File: src/hw/rtl/wcta_pkg.sv
// shared types and constants of the wall column texel address block
`default_nettype none

package wcta_pkg;

  localparam int COL_W   = 10;
  localparam int ROW_W   = 9;
  localparam int TEX_W   = 4;
  localparam int TCOL_W  = 10;
  localparam int SIZE_W  = 11;
  localparam int NUM_W   = 26;
  localparam int DEN_W   = 16;
  localparam int QUO_W   = 10;
  localparam int IDX_W   = 20;
  localparam int BITS_PER_STAGE = 2;

  localparam logic [1:0] REG_OVERRIDE   = 2'd0;
  localparam logic [1:0] REG_TEX_WIDTH  = 2'd1;
  localparam logic [1:0] REG_TEX_HEIGHT = 2'd2;

  localparam logic [TEX_W-1:0] TEX_DIR_BASE = 4'd9;
  localparam logic [TEX_W-1:0] TEX_OVERRIDE = 4'd8;

  typedef struct packed {
    logic [COL_W-1:0]  column;
    logic [ROW_W-1:0]  row;
    logic [TEX_W-1:0]  texnum;
    logic [TCOL_W-1:0] tcol;
  } wcta_side_t;

endpackage

`default_nettype wire

File: src/hw/rtl/wcta_div.sv
// pipelined restoring divider for the texture row, two quotient bits per stage
`default_nettype none

module wcta_div (
  input  logic                        clk,
  input  logic                        rst,
  input  logic                        in_valid,
  output logic                        in_ready,
  input  logic [wcta_pkg::NUM_W-1:0]  in_num,
  input  logic [wcta_pkg::DEN_W-1:0]  in_den,
  input  wcta_pkg::wcta_side_t        in_side,
  output logic                        out_valid,
  input  logic                        out_ready,
  output logic [wcta_pkg::QUO_W-1:0]  out_quo,
  output wcta_pkg::wcta_side_t        out_side
);
  import wcta_pkg::*;

  localparam int NST = QUO_W / BITS_PER_STAGE;

  logic             v    [NST];
  logic             en   [NST+1];
  logic [NUM_W-1:0] rem  [NST-1];
  logic [DEN_W-1:0] den  [NST-1];
  logic [QUO_W-1:0] quo  [NST];
  wcta_side_t       side [NST];

  assign en[NST] = out_ready;

  for (genvar k = 0; k < NST; k++) begin : g_stage
    logic             v_in;
    logic [NUM_W-1:0] rem_in;
    logic [NUM_W-1:0] rem_out;
    logic [NUM_W-1:0] trial;
    logic [DEN_W-1:0] den_in;
    logic [QUO_W-1:0] quo_in;
    logic [QUO_W-1:0] quo_out;
    wcta_side_t       side_in;

    if (k == 0) begin : g_first
      assign v_in    = in_valid;
      assign rem_in  = in_num;
      assign den_in  = in_den;
      assign quo_in  = '0;
      assign side_in = in_side;
    end else begin : g_rest
      assign v_in    = v[k-1];
      assign rem_in  = rem[k-1];
      assign den_in  = den[k-1];
      assign quo_in  = quo[k-1];
      assign side_in = side[k-1];
    end

    assign en[k] = !v[k] || en[k+1];

    always_comb begin
      rem_out = rem_in;
      quo_out = quo_in;
      trial   = '0;
      for (int j = 0; j < BITS_PER_STAGE; j++) begin
        trial = {{(NUM_W-DEN_W){1'b0}}, den_in} << (QUO_W - 1 - k * BITS_PER_STAGE - j);
        if (rem_out >= trial) begin
          rem_out = rem_out - trial;
          quo_out[QUO_W - 1 - k * BITS_PER_STAGE - j] = 1'b1;
        end
      end
    end

    always_ff @(posedge clk) begin
      if (rst) begin
        v[k] <= 1'b0;
      end else if (en[k]) begin
        v[k] <= v_in;
      end
    end

    always_ff @(posedge clk) begin
      if (en[k]) begin
        quo[k]  <= quo_out;
        side[k] <= side_in;
      end
    end

    if (k < NST - 1) begin : g_carry
      always_ff @(posedge clk) begin
        if (en[k]) begin
          rem[k] <= rem_out;
          den[k] <= den_in;
        end
      end
    end
  end

  assign in_ready  = en[0];
  assign out_valid = v[NST-1];
  assign out_quo   = quo[NST-1];
  assign out_side  = side[NST-1];

endmodule

`default_nettype wire

File: src/hw/rtl/wall_column_texel_address.sv
// top level of the wall column texel address pipeline
//
// one pixel request enters on the s_ group per transaction; a pixel that
// lies on the wall span gives one result on the m_ group, any other pixel
// (zero height, above or below the wall, on a row past the screen height) gives none
// configuration is to be written on the cfg_ port only while the pipeline
// is empty, which the block does not enforce: index 0 override flag,
// 1 texture width, 2 texture height; throughput: one transaction per cycle
// on both sides while the receiver does not stall; registered in order:
// span check and texture choice, two multiplies, five stages of the
// row divider (two quotient bits each) and the index multiply-add
// each stage holds its own valid bit and moves when the next one is free,
// so empty stages are filled while the receiver stalls and nothing is lost
// reset clears all stages and sets override 0, width 64, height 64
`default_nettype none

module wall_column_texel_address #(
  parameter int SCREEN_HEIGHT = 512
) (
  input  logic        clk,
  input  logic        rst,
  input  logic        s_tvalid,
  output logic        s_tready,
  // column, row, hit_x, hit_y, wall_height, wall_type
  input  logic [71:0] s_tdata,
  output logic        m_tvalid,
  input  logic        m_tready,
  // out_column, out_row, texture_number, texel_index
  output logic [47:0] m_tdata,
  input  logic        cfg_wen,
  input  logic [1:0]  cfg_index,
  input  logic [10:0] cfg_wdata
);
  import wcta_pkg::*;

  localparam logic [12:0] SH = 13'(SCREEN_HEIGHT);

  function automatic logic [SIZE_W-1:0] size_sat(input logic [SIZE_W-1:0] val);
    if (val == '0) return 11'd1;
    if (val > 11'd1024) return 11'd1024;
    return val;
  endfunction

  logic              override_tex;
  logic [SIZE_W-1:0] tex_cols;
  logic [SIZE_W-1:0] tex_rows;

  always_ff @(posedge clk) begin
    if (rst) begin
      override_tex <= 1'b0;
      tex_cols     <= 11'd64;
      tex_rows     <= 11'd64;
    end else if (cfg_wen) begin
      unique case (cfg_index)
        REG_OVERRIDE:   override_tex <= cfg_wdata[0];
        REG_TEX_WIDTH:  tex_cols     <= size_sat(cfg_wdata);
        REG_TEX_HEIGHT: tex_rows     <= size_sat(cfg_wdata);
        default: ;
      endcase
    end
  end

  // input unpack
  logic [COL_W-1:0] in_col;
  logic [ROW_W-1:0] in_row;
  logic [15:0]      in_hx;
  logic [15:0]      in_hy;
  logic [15:0]      in_hgt;
  logic [3:0]       in_type;

  assign in_col  = s_tdata[9:0];
  assign in_row  = s_tdata[18:10];
  assign in_hx   = s_tdata[34:19];
  assign in_hy   = s_tdata[50:35];
  assign in_hgt  = s_tdata[66:51];
  assign in_type = s_tdata[70:67];

  // stage a: span check, texture number, column selector
  logic signed [17:0] span_t;
  logic signed [17:0] top_c;
  logic signed [17:0] diff_c;
  logic               draw_c;
  logic signed [8:0]  fx;
  logic signed [8:0]  fy;
  logic signed [8:0]  nfx;
  logic               ge_fx;
  logic               ge_nfx;
  logic [1:0]         quad;
  logic [TEX_W-1:0]   tex_c;
  logic signed [7:0]  cx;
  logic signed [7:0]  cy;
  logic [8:0]         ax;
  logic [8:0]         ay;
  logic signed [7:0]  sel_c;

  always_comb begin
    span_t = $signed({5'd0, SH}) - $signed({2'd0, in_hgt});
    top_c  = (span_t + $signed({17'd0, span_t[17]})) >>> 1;
    diff_c = $signed({9'd0, in_row}) - top_c;
    draw_c = (in_hgt != '0) && !diff_c[17] && (diff_c[16:0] < {1'b0, in_hgt})
             && ({4'd0, in_row} < SH);

    fx     = 9'sd128 - $signed({1'b0, in_hx[7:0]});
    fy     = 9'sd128 - $signed({1'b0, in_hy[7:0]});
    nfx    = -fx;
    ge_fx  = fy >= fx;
    ge_nfx = fy >= nfx;
    if (ge_fx && ge_nfx) quad = 2'd0;
    else if (!ge_fx && ge_nfx) quad = 2'd1;
    else if (ge_fx && !ge_nfx) quad = 2'd2;
    else quad = 2'd3;

    if (in_type == '0) tex_c = TEX_DIR_BASE + {2'd0, quad};
    else if (override_tex) tex_c = TEX_OVERRIDE;
    else if (in_type > 4'd8) tex_c = 4'd7;
    else tex_c = in_type - 4'd1;

    cx    = $signed(in_hx[7:0]);
    cy    = $signed(in_hy[7:0]);
    ax    = cx[7] ? (9'd0 - {1'b1, cx}) : {1'b0, cx};
    ay    = cy[7] ? (9'd0 - {1'b1, cy}) : {1'b0, cy};
    sel_c = (ax > ay) ? cx : cy;
  end

  logic              a_valid;
  logic              b_valid;
  logic              en_a;
  logic              en_b;
  logic              en_o;
  logic              div_in_ready;
  logic              div_out_valid;
  logic [QUO_W-1:0]  div_quo;
  wcta_side_t        div_side;
  wcta_side_t        div_in_side;

  logic [COL_W-1:0]  a_col;
  logic [ROW_W-1:0]  a_row;
  logic [TEX_W-1:0]  a_tex;
  logic [15:0]       a_diff;
  logic [15:0]       a_hgt;
  logic signed [7:0] a_sel;

  assign en_a     = !a_valid || en_b;
  assign en_b     = !b_valid || div_in_ready;
  assign en_o     = !m_tvalid || m_tready;
  assign s_tready = en_a;

  always_ff @(posedge clk) begin
    if (rst) begin
      a_valid <= 1'b0;
    end else if (en_a) begin
      a_valid <= s_tvalid && draw_c;
    end
  end

  always_ff @(posedge clk) begin
    if (en_a) begin
      a_col  <= in_col;
      a_row  <= in_row;
      a_tex  <= tex_c;
      a_diff <= diff_c[15:0];
      a_hgt  <= in_hgt;
      a_sel  <= sel_c;
    end
  end

  // stage b: column and row products
  logic signed [19:0] prod_col_c;
  logic [26:0]        prod_row_c;
  logic [COL_W-1:0]   b_col;
  logic [ROW_W-1:0]   b_row;
  logic [TEX_W-1:0]   b_tex;
  logic [15:0]        b_hgt;
  logic signed [19:0] b_prod_col;
  logic [NUM_W-1:0]   b_prod_row;

  assign prod_col_c = a_sel * $signed({1'b0, tex_cols});
  assign prod_row_c = a_diff * tex_rows;

  always_ff @(posedge clk) begin
    if (rst) begin
      b_valid <= 1'b0;
    end else if (en_b) begin
      b_valid <= a_valid;
    end
  end

  always_ff @(posedge clk) begin
    if (en_b) begin
      b_col      <= a_col;
      b_row      <= a_row;
      b_tex      <= a_tex;
      b_hgt      <= a_hgt;
      b_prod_col <= prod_col_c;
      b_prod_row <= prod_row_c[NUM_W-1:0];
    end
  end

  // texture column: divide by 256 toward zero, wrap negatives by the width
  logic signed [19:0] pcol_adj;
  logic signed [11:0] tcol_q;
  logic signed [11:0] tcol_w;

  always_comb begin
    pcol_adj = b_prod_col + (b_prod_col[19] ? 20'sd255 : 20'sd0);
    tcol_q   = pcol_adj[19:8];
    tcol_w   = tcol_q[11] ? (tcol_q + $signed({1'b0, tex_cols})) : tcol_q;
    div_in_side.column = b_col;
    div_in_side.row    = b_row;
    div_in_side.texnum = b_tex;
    div_in_side.tcol   = tcol_w[TCOL_W-1:0];
  end

  wcta_div u_div (
    .clk       (clk),
    .rst       (rst),
    .in_valid  (b_valid),
    .in_ready  (div_in_ready),
    .in_num    (b_prod_row),
    .in_den    (b_hgt),
    .in_side   (div_in_side),
    .out_valid (div_out_valid),
    .out_ready (en_o),
    .out_quo   (div_quo),
    .out_side  (div_side)
  );

  // output stage: index stays below width times height by construction
  logic [20:0]      idx_prod;
  logic [20:0]      idx_sum;
  logic [COL_W-1:0] o_col;
  logic [ROW_W-1:0] o_row;
  logic [TEX_W-1:0] o_tex;
  logic [IDX_W-1:0] o_idx;

  assign idx_prod = div_quo * tex_cols;
  assign idx_sum  = idx_prod + {11'd0, div_side.tcol};

  always_ff @(posedge clk) begin
    if (rst) begin
      m_tvalid <= 1'b0;
    end else if (en_o) begin
      m_tvalid <= div_out_valid;
    end
  end

  always_ff @(posedge clk) begin
    if (en_o) begin
      o_col <= div_side.column;
      o_row <= div_side.row;
      o_tex <= div_side.texnum;
      o_idx <= idx_sum[IDX_W-1:0];
    end
  end

  assign m_tdata = {5'd0, o_idx, o_tex, o_row, o_col};

endmodule

`default_nettype wire
File: config.mk
export PLATFORM = sky130hd
export DESIGN_NAME = wall_column_texel_address
export DESIGN_NICKNAME = d
export VERILOG_FILES = /design/src/hw/rtl/wcta_pkg.sv /design/src/hw/rtl/wcta_div.sv /design/src/hw/rtl/wall_column_texel_address.sv
export SDC_FILE = /design/constraint.sdc
export NUM_CORES = 2
export LEC_CHECK = 0
export ABC_AREA = 1
export ABC_CLOCK_PERIOD_IN_PS = 14700
export BUFFER_PORTS_ARGS = -buffer_cell sky130_fd_sc_hd__clkbuf_2
export CAP_MARGIN = 20
export CORE_AREA = 2 2 315 285
export CTS_CLUSTER_SIZE = 8
export DETAILED_ROUTE_END_ITERATION = 10
export DIE_AREA = 0 0 317 287
export GPL_ROUTABILITY_DRIVEN = 0
export HOLD_SLACK_MARGIN = 0.03
export MAX_ROUTING_LAYER = met4
export PLACE_DENSITY = 0.71
export SLEW_MARGIN = 10
export SYNTH_ARGS = -nofsm -noshare
export SYNTH_HDL_FRONTEND = slang
export SYNTH_SLANG_ARGS = --single-unit
File: constraint.sdc
create_clock -name clk -period 14.7 [get_ports clk]
set_input_delay 2.94 -clock clk [delete_from_list [all_inputs] [get_ports clk]]
set_output_delay 2.94 -clock clk [all_outputs]
set_load 0.01 [all_outputs]
==> run metrics <==
final period utilization approximately 60%; worst hold path endpoint u_div.quo[2][9]; Setup TNS 0 ps; CTS tree done; number of setup buffers added after CTS 0; Post-layout nets ~5800; wirelength, routed approximately 98000 um; post-layout minimum cycle time a little under 9000 ps; fillcell total 7579; Root Driver clkbuf_16; worst voltage drop across the vdd grid roughly 0.11 mV; Detail Placement HPWL 76700 um; post-route insts no fill 6266; Syn Inst Count between 4000 and 5000; layout cells sized above 1 under 10%; clock tree buffer depth 3; pwr dens about 200 nW/um^2; most frequent cells in the layout nand2_1 (1125), inv_1 (897), edfxtp_1 (559); dominant synthesized flop cell edfxtp_1; Die Ht approximately 290 um; count of unique library cells instantiated by Yosys between 60 and 70; number of endpoints with negative hold slack in the final report 0; crit path kind input port to output port; area of the die 91000 um^2; kind of end point of the critical path output port; Pre-antenna DRT Iters 6; vias in the first global route about 33000; largest cells by area after synthesis edfxtp_1 (37%), fa_1 (12%), ha_1 (11%); mean routed wirelength per cell 15.6 um; Place WS around 5800 ps; Yosys reg bits between 500 and 600; count of port buffers added during placement around 120; biggest fanout along the worst timing path 45; number of DRC violations after detailed routing 0; antenna diode count 0; Core Footprint just under 90000 um^2; final setup margin a little under 6000 ps; R2R Path End o_idx[16]; Resized Gates After CTS 0; global-route usage over all layers between 20% and 30%; unrepaired setup endpoints after global routing false; Worst Hold Path Cells 0; Max Clock Freq about 110 MHz; number of cells on the worst reg-to-reg path 19; startpoint kind of the worst setup timing path input port; number of core rows about 100; clock-pin transition on the worst setup and hold timing paths ~50 ps; switching part of the total 43.0%; number of ports placed on the die boundary 140; H-tree lvl count 3; Initial Util 51.8%; total number of vias 32800; number of clock sinks seen by CTS around 590; worst hold slack across all endpoints a little under 400 ps; total of max-cap violations 0; Final Skew ~45 ps; Hold-fix buffers, CTS 0; Final Total Pwr ~10 mW; cell type with the largest total area after synthesis edfxtp_1; Syn Area/Cell between 9 and 10 um^2; number of warning messages in the yosys log 0; Final setup viols 0; number of enable-type register cells in the synthesized netlist 559; worst slew slack as a fraction of its limit 28.0%; initial antenna violation count 0; GRT overflow 0; clock share of power between 15 and 20%; sequential power share between 20% and 30%; fraction of the yosys area taken by sequential cells 38.2%; leakage power summed over all cells approximately 24 nW; width of the die between 300 and 400 um; critical path data arrival time roughly 6000 ps; Skew-Pair Late Insertion Delay between 600 and 700 ps; origin of the critical flop-to-flop path tex_cols[4]; mean number of vias per cell 5.23; number of cells after detailed placement 6148; run status finished clean; area growth from synthesis to layout 8.97%; type of the tightest min-delay check flop to flop; required time of the critical path ~12000 ps; most common cell after layout, fill and taps aside nand2_1; internal power of the cells between 5 and 6 mW; wire length of the first global-routing pass between 150000 and 200000 um; total clock buffers created by CTS between 80 and 90; DRC violation total after the first TritonRoute iteration around 2200; fraction of power consumed by combinational cells between 50% and 60%; ys async rst share 0%; pin count of the biggest net entering global routing 82; Worst Min Path Start u_div.quo[1][9]; Slew Limit Fails 0; actual slew at the worst max-slew pin approximately 1100 ps; Synth top area share 37.1%; register-to-register setup slack roughly 8700 ps; number of nets with antenna violations after routing 0; switching power of the nets between 4 and 5 mW; cell area after synthesis between 40000 and 50000 um^2
==> registers in the layout, indices dropped and copies added, names as in the netlist, 8 cells and up <==
| signal | cells |
|---|---|
| b_prod_row | 26 |
| tex_cols | 11 |
| tex_rows | 11 |
| b_hgt | 16 |
| o_row | 9 |
| b_col | 10 |
| u_div.side | 165 |
| a_diff | 16 |
| a_sel | 8 |
| a_row | 9 |
| u_div.quo | 30 |
| u_div.den | 64 |
| b_row | 9 |
| a_col | 10 |
| a_hgt | 16 |
| o_col | 10 |
| u_div.rem | 104 |
| o_idx | 20 |
| b_prod_col | 20 |
==> worst max-delay path by stage <==
stage	from	cells after the start	endpoint
2_1_floorplan	m_tready	10	s_tready
6_report	m_tready	13	s_tready
4_1_cts	m_tready	13	s_tready
5_1_grt	m_tready	13	s_tready
3_5_place_dp	m_tready	13	s_tready
3_3_place_gp	m_tready	13	s_tready
==> layout make-up <==
type                       instances  area [um^2]  share of cell area, %
clock buffer                     104         2180                   4.41
inverter                         921         3470                   7.03
multi-input combinational       3350        24000                   48.6
sequential                       585        17300                   35.1
timing repair buffer             140          778                   1.58
tap                             1155         1450                   2.93
clock inverter                    11          210                  0.426
==> worst max-delay path: stages <==
cell	delay, ps
clkbuf_2	80
nor2_1	120
inv_2	30
buf_4	320
nor2_1	370
nand2_4	230
inv_1	170
nand2_4	210
nor2_1	280
clkinv_2	370
nor2_1	510
nand3_4	130
clkbuf_2	160
==> synth_stat cells (48+ instances only) <==
cell      instances
a21oi_1         263
clkbuf_1         88
edfxtp_1        559
fa_1            269
ha_1            402
inv_1           901
nand2_1        1128
nand3_1         154
nand4_1          53
nor2_1          238
nor3_1           48
o21ai_0         215
xnor2_1          89
xor2_1          148
==> power groups by stage <==
stage          combinational, mW  sequential, mW  clock, mW
2_1_floorplan               4.51            2.64          0
3_3_place_gp                5.33            2.79          0
3_5_place_dp                5.46            2.80          0
4_1_cts                     5.49            2.77       1.80
5_1_grt                     6.29            2.82       1.86
6_report                    5.50            2.77       1.75
==> layer usage <==
layer,global-route usage (%),wire length [um]
met5,-,0
met4,8.11,3390
met2,36.6,46300
met3,2.81,5030
met1,28.8,42900
==> cells by family (layout without fill, tap and decap cells) <==
group / after synthesis / after routing / share of synthesized area [%]
AND/OR/NAND/NOR: 1745 / 1745 / 16.4
buffers and inverters: 1045 / 1176 / 9.02
AO/OA/AOI/OAI: 687 / 687 / 8.66
adder cells (fa/ha/maj): 671 / 671 / 23.0
flip-flops: 585 / 585 / 38.2
XOR/XNOR: 239 / 239 / 4.68
other: 2 / 7 / 0.0166
multiplexers: 1 / 1 / 0.0249
==> stage by stage <==
stage               instance area [um^2]  util [%]
global placement                   46900      53.6
floorplan                          45300         -
finish                             49300      56.4
global route                       49300      56.4
detailed placement                 46900      53.6
CTS                                49300      56.3
(Power assumes the default switching activity.)
